==> src/rtl/bsu_pkg.sv <==
package bsu_pkg;

    // Configuration register indexes.
    typedef enum logic [2:0] {
        CFG_WORD_BYTES    = 3'd0,
        CFG_SAMPLE_DEPTH  = 3'd1,
        CFG_RIGHT_ALIGNED = 3'd2,
        CFG_SAMPLE_MODE   = 3'd3,
        CFG_ZERO_GIVEN    = 3'd4,
        CFG_ZERO_VALUE    = 3'd5
    } cfg_index_t;

    // Sample interpretation modes.
    localparam logic [1:0] MODE_UNSIGNED = 2'd0;
    localparam logic [1:0] MODE_SIGNED   = 2'd1;
    localparam logic [1:0] MODE_OFFSET   = 2'd2;

    // Reset value of the word length register and the largest word length.
    localparam logic [2:0] WORD_BYTES_RESET = 3'd4;
    localparam logic [2:0] MAX_WORD_BYTES   = 3'd4;

    localparam int WORD_W = 32;
    localparam int CFG_W  = 32;

endpackage

==> src/rtl/byte_to_sample_unpacker_top.sv <==
// The last byte of a word loads the word register, and the sample then moves to the result register.
// Throughput: one beat per cycle unless out_ready stalls; a word of N bytes gives one sample every N beats.
// The rate is set by the word register and the result register, each moved once per cycle.
// Reset (rst_n, asynchronous, active low) clears the word assembly and both stages and
// restores the configuration registers to their defaults: four bytes, full depth, unsigned.
module byte_to_sample_unpacker_top
    import bsu_pkg::*;
#(
    parameter int SAMPLE_BITS = 32
)
(
    input  logic                    clk,
    input  logic                    rst_n,
    input  logic                    cfg_wr_en,
    input  logic [2:0]              cfg_index,
    input  logic [CFG_W-1:0]        cfg_data,
    input  logic                    in_valid,
    output logic                    in_ready,
    input  logic [7:0]              in_byte,
    output logic                    out_valid,
    input  logic                    out_ready,
    output logic signed [WORD_W-1:0] sample
);

    // Configuration registers.
    logic [2:0]        word_bytes_reg;
    logic [5:0]        sample_depth_reg;
    logic              right_aligned_reg;
    logic [1:0]        sample_mode_reg;
    logic              zero_given_reg;
    logic [WORD_W-1:0] zero_value_reg;

    // Word assembly state.
    logic [1:0]  byte_index_reg;
    logic [1:0]  byte_index_next;
    logic [23:0] partial_word_reg;
    logic [23:0] partial_word_next;

    // Assembled word stage and result stage.
    logic                          word_valid_reg;
    logic [WORD_W-1:0]             word_reg;
    logic [WORD_W-1:0]             word_next;
    logic                          out_valid_reg;
    logic signed [SAMPLE_BITS-1:0] sample_reg;
    logic signed [SAMPLE_BITS-1:0] sample_next;

    logic       in_accept;
    logic       word_advance;
    logic       word_done;
    logic [2:0] eff_bytes;
    logic [5:0] word_bits;
    logic [5:0] depth;
    logic [5:0] shift_full;
    logic [4:0] shift;
    logic [4:0] depth_m1;
    logic [WORD_W-1:0] assembled;
    logic [WORD_W-1:0] shifted;
    logic [WORD_W-1:0] offset_zero;
    logic [WORD_W-1:0] decoded;

    // Handshake: the word stage moves on when the result register is free or being taken.
    assign word_advance = !out_valid_reg || out_ready;
    assign in_ready     = !word_valid_reg || word_advance;
    assign in_accept    = in_valid && in_ready;
    assign out_valid    = out_valid_reg;
    assign sample       = WORD_W'(sample_reg);

    // Effective word length: zero and values above four mean four bytes.
    always_comb
    begin
        if (word_bytes_reg == 3'd0 || word_bytes_reg > MAX_WORD_BYTES)
        begin
            eff_bytes = MAX_WORD_BYTES;
        end
        else
        begin
            eff_bytes = word_bytes_reg;
        end
        word_bits = {eff_bytes, 3'b000};
    end

    // Byte assembly; a word is done when this byte completes the current length.
    always_comb
    begin
        word_done = ({1'b0, byte_index_reg} + 3'd1) >= eff_bytes;
        assembled = {partial_word_reg, in_byte};
        case (eff_bytes)
            3'd1:    word_next = {24'd0, assembled[7:0]};
            3'd2:    word_next = {16'd0, assembled[15:0]};
            3'd3:    word_next = {8'd0, assembled[23:0]};
            default: word_next = assembled;
        endcase
        if (word_done)
        begin
            byte_index_next   = 2'd0;
            partial_word_next = 24'd0;
        end
        else
        begin
            byte_index_next   = byte_index_reg + 2'd1;
            partial_word_next = assembled[23:0];
        end
    end

    // Depth clamp, alignment shift and zero level.
    always_comb
    begin
        if (sample_depth_reg == 6'd0 || sample_depth_reg > word_bits)
        begin
            depth = word_bits;
        end
        else
        begin
            depth = sample_depth_reg;
        end
        shift_full  = right_aligned_reg ? 6'd0 : (word_bits - depth);
        shift       = shift_full[4:0];
        depth_m1    = 5'(depth - 6'd1);
        offset_zero = zero_given_reg ? zero_value_reg : (WORD_W'(1) << depth_m1);
    end

    // Decode: arithmetic shift in signed mode, logical shift otherwise, then offset removal in offset mode.
    always_comb
    begin
        case (sample_mode_reg)
            MODE_SIGNED:
            begin
                shifted = WORD_W'($signed(word_reg) >>> shift);
                decoded = shifted;
            end
            MODE_OFFSET:
            begin
                shifted = word_reg >> shift;
                decoded = shifted - offset_zero;
            end
            default:
            begin
                shifted = word_reg >> shift;
                decoded = shifted;
            end
        endcase
        sample_next = decoded[SAMPLE_BITS-1:0];
    end

    // Configuration writes.
    always_ff @(posedge clk or negedge rst_n)
    begin
        if (!rst_n)
        begin
            word_bytes_reg    <= WORD_BYTES_RESET;
            sample_depth_reg  <= 6'd0;
            right_aligned_reg <= 1'b0;
            sample_mode_reg   <= MODE_UNSIGNED;
            zero_given_reg    <= 1'b0;
            zero_value_reg    <= '0;
        end
        else if (cfg_wr_en)
        begin
            case (cfg_index)
                CFG_WORD_BYTES:    word_bytes_reg    <= cfg_data[2:0];
                CFG_SAMPLE_DEPTH:  sample_depth_reg  <= cfg_data[5:0];
                CFG_RIGHT_ALIGNED: right_aligned_reg <= cfg_data[0];
                CFG_SAMPLE_MODE:   sample_mode_reg   <= cfg_data[1:0];
                CFG_ZERO_GIVEN:    zero_given_reg    <= cfg_data[0];
                CFG_ZERO_VALUE:    zero_value_reg    <= cfg_data[WORD_W-1:0];
                default:           ;
            endcase
        end
    end

    // Control state: assembly position, partial word and stage valid flags.
    always_ff @(posedge clk or negedge rst_n)
    begin
        if (!rst_n)
        begin
            byte_index_reg   <= 2'd0;
            partial_word_reg <= 24'd0;
            word_valid_reg   <= 1'b0;
            out_valid_reg    <= 1'b0;
        end
        else
        begin
            if (in_accept)
            begin
                byte_index_reg   <= byte_index_next;
                partial_word_reg <= partial_word_next;
            end
            if (in_ready)
            begin
                word_valid_reg <= in_accept && word_done;
            end
            if (word_advance)
            begin
                out_valid_reg <= word_valid_reg;
            end
        end
    end

    // Payload registers.
    always_ff @(posedge clk)
    begin
        if (in_accept && word_done)
        begin
            word_reg <= word_next;
        end
        if (word_advance && word_valid_reg)
        begin
            sample_reg <= sample_next;
        end
    end

    // The word stage holds its beat while the result register is stalled.
    assert property (@(posedge clk) disable iff (!rst_n)
        word_valid_reg && !word_advance |=> word_valid_reg)
        else $error("assembled word lost during stall");

    // A completing byte lands in the low byte of the assembled word.
    assert property (@(posedge clk) disable iff (!rst_n)
        in_accept && word_done |=> word_valid_reg && word_reg[7:0] == $past(in_byte))
        else $error("completed word not captured");

    // A byte that does not finish a word advances the assembly position by one.
    assert property (@(posedge clk) disable iff (!rst_n)
        in_accept && !word_done |=> byte_index_reg == $past(byte_index_reg) + 2'd1)
        else $error("byte index did not advance");

    // With the word stage empty the block is always ready for a byte.
    assert property (@(posedge clk) disable iff (!rst_n)
        !word_valid_reg |-> in_ready)
        else $error("input stalled with empty word stage");

endmodule
==> config.mk <==
export PLATFORM = sky130hd
export DESIGN_NAME = byte_to_sample_unpacker_top
export DESIGN_NICKNAME = d
export VERILOG_FILES = /design/src/rtl/bsu_pkg.sv /design/src/rtl/byte_to_sample_unpacker_top.sv
export SDC_FILE = /design/constraint.sdc
export NUM_CORES = 1
export LEC_CHECK = 0
export BUFFER_PORTS_ARGS = -buffer_cell sky130_fd_sc_hd__buf_2
export CAP_MARGIN = 25
export CORE_MARGIN = 4
export CORE_UTILIZATION = 66
export DETAILED_ROUTE_END_ITERATION = 12
export PLACE_DENSITY = 0.83
export SYNTH_ARGS = -nofsm -noshare
export SYNTH_HDL_FRONTEND = slang
export SYNTH_SLANG_ARGS = --single-unit
==> constraint.sdc <==
create_clock -name clk -period 12.8 [get_ports clk]
set_clock_uncertainty 0.2 [all_clocks]
set_input_delay 0.64 -clock clk [delete_from_list [all_inputs] [get_ports clk]]
set_output_delay 0.64 -clock clk [all_outputs]
set_load 0.01 [all_outputs]
# After elaboration in Yosys (flattened, before gate mapping)
# Index checks and enable logic that the tools add are counted.
# W data, S select, Z words.
word_totals:
  register_bits: 137
  latch_bits: 0
  mem_bits_rw: 0
  rom_bits: 0
  inputBits: 48
  out_inout_bits: 34
  wordCells: 59
  memories: 0
classes:
  add_sub_neg: 5
  multipliers: 0
  div_mod_pow: 0
  magnitude_cmp: 3
  n_eq_ne: 10
  n_shift: 3
  muxes: 8
  n_bitwise: 0
  reduce_logical: 18
ops:
  columns: ["cell", "count"]
  rows:
  - ["$pmux W32 S3", 1]
  - ["$pmux W32 S2", 1]
  - ["$mux W32", 1]
  - ["$shl A1 B5 Y32 const A", 1]
  - ["$shr A32 B5 Y32", 1]
  - ["$sshr A32 B5 Y32", 1]
  - ["$sub A32 B32 Y32", 1]
  - ["$mux W24", 1]
  - ["$eq A3 B2 Y1 const B", 4]
  - ["$reduce_and A2 Y1", 6]
  - ["$mux W5", 2]
  - ["$eq A3 B1 Y1 const B", 2]
  - ["$eq A3 B3 Y1 const B", 2]
  - ["$gt A6 B6 Y1", 1]
  - ["$logic_not A3 Y1", 2]
  - ["$logic_not A6 Y1", 1]
  - ["$sub A5 B1 Y5 const B", 1]
  - ["$sub A5 B5 Y5", 1]
  - ["$logic_or A1 B1 Y1", 4]
  - ["$add A2 B1 Y3 const B", 1]
  - ["$ge A3 B3 Y1", 1]
  - ["$gt A3 B3 Y1 const B", 1]
  - ["$logic_and A1 B1 Y1", 3]
  - ["$mux W3", 1]
  - ["5 further kinds", 6]

# Logic depth before layout (Yosys ltp)
# Gate-level depths: netlist (run 1).
depth:
  word_depth: 11
  ltp_mapped: 32
  ltp_nobuf: 29

# Worst setup path before layout (run 1)
# Ideal clock, no wire load.
synth_path:
  path_kind: "reg2reg"
  startpoint: "register word_bytes_reg[0]"
  endpoint: "register sample_reg[20], in the netlist sample[20] (data pin)"
  setup_time_ns: 0.276
  t_arrival_ns: 6.564
  required_ns: 12.324
  slack_ns: 5.760
  stages_incl_launch_ff: 30
  n_path_buf: 3
  period_less_slack_ns: 7.040
  cell_sequence: "dfrtp_1 or2_2 ha_1 nand2b_1 ha_1 nand3b_4 and2_1 clkbuf_1 nand2_1 ha_1 buf_2 or2_2 buf_2 mux4_2 mux2i_1 mux2_2 nor2_1 a31oi_1 ha_1 inv_1 fa_1 a211oi_1 o21ai_0 a211oi_1 o21ai_0 a31oi_1 o21ai_0 a31oi_1 xor2_1 o221ai_1"
synth_between:
  elab_chain_len: 11
  elab_cells_between_ends: 16
  classes_between: "add/sub (3); order compare (2); shift (3); mux (5); reduce/logical (3)"
synth_lines:
  columns: ["item", "line_no", "rtl"]
  rows:
  - ["start, declared", "byte_to_sample_unpacker_top.sv:26", "logic [2:0] word_bytes_reg;"]
  - ["start signal, assigned", "byte_to_sample_unpacker_top.sv:160", "CFG_WORD_BYTES: word_bytes_reg <= cfg_data[2:0];"]
  - ["$gt A3 B3 Y1 / $logic_not A3 Y1 (equally long branches)", "byte_to_sample_unpacker_top.sv:71", "if (word_bytes_reg == 3'd0 || word_bytes_reg > MAX_WORD_BYTES)"]
  - ["$logic_or A1 B1 Y1", "byte_to_sample_unpacker_top.sv:71", null]
  - ["$mux W3 (*)", "byte_to_sample_unpacker_top.sv:71", null]
  - ["$gt A6 B6 Y1", "byte_to_sample_unpacker_top.sv:108", "if (sample_depth_reg == 6'd0 || sample_depth_reg > word_bits)"]
  - ["$logic_or A1 B1 Y1", "byte_to_sample_unpacker_top.sv:108", null]
  - ["$mux W5", "byte_to_sample_unpacker_top.sv:108", null]
  - ["$sub A5 B5 Y5 / $sub A5 B1 Y5 (equally long branches)", "byte_to_sample_unpacker_top.sv:116, byte_to_sample_unpacker_top.sv:118", null]
  - ["$mux W5 / $shl A1 B5 Y32 (equally long branches)", "byte_to_sample_unpacker_top.sv:116, byte_to_sample_unpacker_top.sv:119", null]
  - ["$shr A32 B5 Y32 / $mux W32 (equally long branches)", "byte_to_sample_unpacker_top.sv:133, byte_to_sample_unpacker_top.sv:138, byte_to_sample_unpacker_top.sv:119", null]
  - ["$sub A32 B32 Y32", "byte_to_sample_unpacker_top.sv:134", "decoded = shifted - offset_zero;"]
  - ["$pmux W32 S2 (*)", "byte_to_sample_unpacker_top.sv:125", "case (sample_mode_reg)"]
  - ["named net decoded[20]", "byte_to_sample_unpacker_top.sv:59", "logic [WORD_W-1:0] decoded;"]
  - ["end signal, assigned", "byte_to_sample_unpacker_top.sv:208", "sample_reg <= sample_next;"]
  - ["end, declared", "byte_to_sample_unpacker_top.sv:44", "logic signed [SAMPLE_BITS-1:0] sample_reg;"]
# Mark *: on every way through the listed nets, which the timed path passes. The rest lies on a longest branch.
# A chain may end at the register's enable or synchronous reset.

# Final worst setup path (run 1)
# Ends and elaborated chain as after synthesis.

==> results of run 1 <==
## critical path: stages, from the launching register on
cell and delay (ns):
dfrtp_1 0.42, or2_2 0.33, ha_1 0.32, nand2b_1 0.26, ha_1 0.26, a21oi_4 0.24
and2_1 0.31, nand2_1 0.16, ha_1 0.51, or2_2 0.71, mux4_2 0.64, mux2i_1 0.20
mux2_2 0.20, nor2_1 0.04, a31oi_1 0.27, ha_1 0.20, inv_1 0.05, fa_1 0.41
a211oi_1 0.27, o21ai_0 0.18, a211oi_1 0.62, o21ai_0 0.30, a31oi_1 0.32, o21ai_0 0.17
a31oi_1 0.23, xor2_1 0.16, o221ai_1 0.12
## cells by family (layout without fill, tap and decap cells)
family                   after synthesis  count (layout)
XOR/XNOR                              28              28
adder cells (fa/ha/maj)               49              49
AO/OA/AOI/OAI                        319             319
flip-flops                           137             137
multiplexers                         116             116
buffers and inverters                 97             159
AND/OR/NAND/NOR                      350             350
## cell usage in the layout (no fill, tap or decap), types with 26 or more instances in the layout
master and instances:
nor2b_1 26, ha_1 48, inv_1 26, nand2_1 165, o21ai_0 78, edfxtp_1 64, buf_2 82, dfrtp_1 72
mux2_2 49, mux2i_1 54, a21oi_1 54, nor2_1 47
## per-layer routing
metal | global-route usage, % | routed length, um
met2 | 51.22 | 13200
met4 | 13.68 | 1174
met3 | 7.909 | 3717
met5 | 0 | 0
met1 | 51.11 | 12630
## area by class of cell
| type | count | area, um2 | area share [%] |
|---|---|---|---|
| Clock buffer | 17 | 425.4 | 3.754 |
| Multi-Input combinational cell | 862 | 6097 | 53.80 |
| Timing Repair Buffer | 99 | 558.0 | 4.924 |
| Clock inverter | 15 | 162.7 | 1.435 |
| Inverter | 28 | 105.1 | 0.9274 |
| Tap cell | 188 | 235.2 | 2.076 |
| Sequential cell | 137 | 3750 | 33.09 |
## metrics by stage
| step | area [um2] | setup WS [ns] |
|---|---|---|
| floorplan | 10240 | 5.760 |
| global placement | 10710 | 4.818 |
| detailed placement | 10750 | 4.619 |
| CTS | 11330 | 4.560 |
| global route | 11330 | 3.706 |
| finish | 11330 | 4.407 |
## path summary, 6_finish.rpt
kind,from,to,slack [ns],cells past startpoint
setup / recovery,word_bytes_reg[0],sample[20],4.41,26
hold / removal,in_byte[1],word_reg[1],0.21,1
setup reg to reg,word_bytes_reg[0],sample[20],4.41,26
hold reg to reg,partial_word_reg[18],partial_word_reg[18],0.28,2
max in group asynchronous,rst_n,zero_value_reg[15],11.59,2
min in group asynchronous,rst_n,word_valid_reg,0.22,2
==> results.cfg, run 1 <==
[outcome]
outcome = finished clean

[synthesis]
async_flop_share_pct = 53.28
synth_xor_area_share_pct = 2.394
synth-compound-area-share_pct = 21.08
synth_cell_types = 86
synth_common_cells = nand2_1 (165), o21ai_0 (78), dfrtp_1 (72)
yosys.area_share.simple_pct = 16.28
muxShareOfSynthArea_pct = 13.56
synthCells = 1096
synth_edf_count = 64
synth_seq_area_share_pct = 36.61
yosys.area.top_type_share_pct = 18.76
synth_area_leaders = edfxtp_1 (19%), dfrtp_1 (18%), nand2_1 (6.0%)
synth_top_family_by_area = compound AO/OA/AOI/OAI gates
yosysMostFrequentCell = nand2_1
synth_area_per_cell_um2 = 9.345
synth_top_area_cell = edfxtp_1
syn_area_um2 = 10240
ys_ff_latch = 137
yosys_warnings = 0
synthFlopType = dfrtp_1
synth_fa_ha_area_share_pct = 6.059
syn_nets = 1193

[floorplanning]
io_pins = 82
die_width_um = 132.6
rows = 45
core_um2 = 15200
start_util_pct = 67.37
die_area_um2 = 17580
die_y_um = 132.6

[setup_path]
worstSetupStartpointType = flip-flop
endpoint_kind = flip-flop
path_class = reg -> reg
cp_data_required_time_ns = 12.74
crit_fanout = 28
arrival_ns = 8.33

[clock_network]
clk_pin_slew_ns = 0.06
cts_setup_buffers = 0
cts_tree = yes
clk_latency_ns = 0.44
cts_buffers = 17
cts.hold.buffers_added = 0
cts-root-buf = clkbuf_16
htree_levels = 4
clkSinkCount = 137
ctsLongestPathBuffers = 2
cts_resized = 0

[cells_and_area]
fin_util_pct = 74.55
fillerInstances = 1127
areaGrowthSynthToFinish_pct = 10.65
n_antenna_cell = 0
drive_gt1_share_pct = 18.57
final_nets = 1242
final_cell_count_no_fill = 1346

[timing]
worst_pin_slew_ns = 0.9320
post-route-period-util_pct = 65.57
fmax_ghz = 0.1191
final-hold-violation-count = 0
whs_ns = 0.2053
tns_ns = 0
slew_headroom_pct = 37.72
finalSetupViolCount = 0
rsz0062_at_grt = false
drv_slew = 0
post-route-min-period_ns = 8.393

[drt]
avgRoutedWirePerCell_um = 22.82
drc = 0
wl_mm = 30.72
detail-route-antenna-nets = 0
via_per_inst = 6.942
drt_iter0_drc = 1443
num_vias = 9344
drt_pre_antenna_iters = 6

[grt]
antenna_found_initial = 0
grt_remaining_overflow = 0
grt_pass1_vias = 8655
globalRouteTotalUtil_pct = 35.07
grt_max_degree = 74
grt_pass1_wl_mm = 48.37

[job]
drv_cap = 0

[placed_design]
placedCellCount = 1314
place.gp.congestion = 0.9973
hpwl_mm = 21.91
port_buffers = 81

[hold_path]
min_path_type = in -> reg
Power of run 1 is left out: the tool's default activity adds up to more than one toggle a clock period on the data nets, which glitch-free logic cannot reach.
==> inputs of run 2 (changes only) <==
--- a/config.mk
+++ b/config.mk
@@ -8,9 +8,9 @@
 export BUFFER_PORTS_ARGS = -buffer_cell sky130_fd_sc_hd__buf_2
 export CAP_MARGIN = 25
 export CORE_MARGIN = 4
-export CORE_UTILIZATION = 66
+export CORE_UTILIZATION = 56
 export DETAILED_ROUTE_END_ITERATION = 12
-export PLACE_DENSITY = 0.83
+export PLACE_DENSITY = 0.74
 export SYNTH_ARGS = -nofsm -noshare
 export SYNTH_HDL_FRONTEND = slang
 export SYNTH_SLANG_ARGS = --single-unit
==> constraint.sdc (replaced) <==
create_clock -name clk -period 6.8 [get_ports clk]
set_clock_uncertainty 0.2 [all_clocks]
set_input_delay 0.34 -clock clk [delete_from_list [all_inputs] [get_ports clk]]
set_output_delay 0.34 -clock clk [all_outputs]
set_load 0.01 [all_outputs]
==> run 2 against run 1 <==
Compared with the run above:
- clock-buffer cell count rose by 1
- die area rose by 17%
- non-clock buffer count rose by 81
- sequential cell count did not move
- cell count rose by 9.1%
- setup slack got worse by 4.2 ns
- critical path depth rose by 1
- register-to-register slack got worse by 4.2 ns
- via count rose by 2.2%
- wire length rose by 1.7%
- global-route usage fell by 4.7 points
==> results.cfg, run 2 (synthesis results as in run 1) <==
[drt]
avgRoutedWirePerCell_um = 21.29
drc = 0
detail-route-antenna-nets = 0
drt_pre_antenna_iters = 8
num_vias = 9554
via_per_inst = 6.508
drt_iter0_drc = 1581
wl_mm = 31.25

[setup_path]
r2r_start = word_bytes_reg[0]
endpoint_kind = flip-flop
r2r_end = sample[30]
startpoint = word_bytes_reg[0]
path_class = reg -> reg
r2r_cells = 27
regToRegSetupSlack_ns = 0.18
crit_fanout = 9
arrival_ns = 6.61
worstSetupStartpointType = flip-flop
cp_data_required_time_ns = 6.78

[clock_network]
ctsLongestPathBuffers = 2
clk_pin_slew_ns = 0.06
cts-root-buf = clkbuf_16
cts_buffers = 17
clk_latency_ns = 0.44
clkSinkCount = 137
htree_levels = 4
cts_tree = yes

[outcome]
outcome = finished clean

[floorplanning]
io_pins = 82
start_util_pct = 57.02
die_area_um2 = 20520
core_um2 = 17960
die_width_um = 143.2
die_y_um = 143.2
rows = 49

[grt]
antenna_found_initial = 0
grt_pass1_wl_mm = 48.36
grt_remaining_overflow = 0
grt_pass1_vias = 8783
grt_max_degree = 74
globalRouteTotalUtil_pct = 30.35

[cells_and_area]
fillerInstances = 1380
n_antenna_cell = 0
layout_commonest_cell = nand2_1
finalInstanceArea_um2 = 12250
areaGrowthSynthToFinish_pct = 19.63
mostFrequentLayoutCells = nand2_1 (164), buf_2 (81), o21ai_0 (73)
drive_gt1_share_pct = 22.68
final_nets = 1323

[placed_design]
place_area_um2 = 11090
place.gp.congestion = 1.015
port_buffers = 81
hpwl_mm = 22.71

[timing]
rsz0062_at_grt = true
worst_pin_slew_ns = 1.079
post-route-period-util_pct = 97.37
drv_slew = 0
fmax_ghz = 0.1510
post-route-min-period_ns = 6.621
slew_headroom_pct = 27.77
final-hold-violation-count = 0
finalSetupViolCount = 0

[hold_path]
hold_depth = 2
holdPathEnd = sample_mode_reg[1]
min_path_type = in -> reg
min_from = cfg_data[1]

[job]
drv_cap = 0
[run 2: cell count changes in the layout (fill, tap and decap cells not counted), moves of 4 or more]
cell and change:
dlygate4sd3_1 +40, o21ai_0 -5, buf_4 +37, mux2i_1 -7, o21ai_1 +4, mux2i_2 +6, ha_1 -4
[run 2: cell type report]
class                   instances  area, um2  area share, %
clock buffers                  18      429.2          3.503
inverters                      28      105.1         0.8578
well taps                     229      286.5          2.338
multi-input cells             862       6231          50.85
clock inverters                14      112.6         0.9190
repair buffers                180       1339          10.93
flip-flops and latches        137       3750          30.60
[run 2: timing repair]
action	CTS	global route
endpoints found under the hold margin	123	0
gates cloned	0	1
endpoints found under the setup margin	3	19
setup buffers	1	3
hold buffers	40	0
resized for setup	3	32
pin swaps	2	7
[run 2: worst max path at each step]
stage / cells after the start / to / slack (ns)
2_1_floorplan: 29 / sample[20] / 0.03
3_3_place_gp: 27 / sample[30] / 0.06
3_5_place_dp: 27 / sample[30] / -0.11
4_1_cts: 25 / sample[28] / 0.007
5_1_grt: 27 / sample[20] / -0.02
6_report: 27 / sample[30] / 0.18
[run 2: through the flow]
| stage | cells | setup TNS, ns | setup slack [ns] | utilization, % | hold WS [ns] |
|---|---|---|---|---|---|
| 2_1_floorplan | 1096 | 0 | 0.03400 | - | -0.1556 |
| 3_3_place_gp | 1389 | 0 | 0.05854 | 61.61 | 0.2576 |
| 3_5_place_dp | 1390 | -0.1645 | -0.1121 | 61.76 | 0.2695 |
| 4_1_cts | 1463 | 0 | 0.006552 | 67.09 | 0.008692 |
| 5_1_grt | 1468 | -0.02727 | -0.01510 | 68.21 | 0.01911 |
| 6_report | 1468 | 0 | 0.1785 | 68.21 | 0.01011 |
[run 2: layer usage]
layer	track usage (%)	wire (um)	vias up
met5	0	0	-
met4	12.04	1252	0
met3	6.430	3360	107
met2	45.05	13650	594
met1	43.62	12990	4508
li1	-	-	4345
[run 2: critical path, cell delays in order (launching register included)]
cell and delay, ns:
dfrtp_1 0.37, or2_2 0.30, ha_1 0.31, nand2b_1 0.20, ha_4 0.30, nand3b_4 0.12
and3_2 0.28, inv_2 0.07, ha_2 0.17, inv_1 0.05, and4_1 0.20, or3_4 0.39
buf_4 0.20, mux4_2 0.34, mux2i_1 0.22, mux2_2 0.22, nand2_1 0.07, and2_1 0.17
ha_1 0.35, a21o_1 0.21, a21o_1 0.20, a2111oi_1 0.41, o21a_1 0.20, o21ai_1 0.12
a21oi_2 0.18, o31ai_1 0.10, xor2_1 0.15, a31o_2 0.26
Power of run 2 is left out for the same reason.
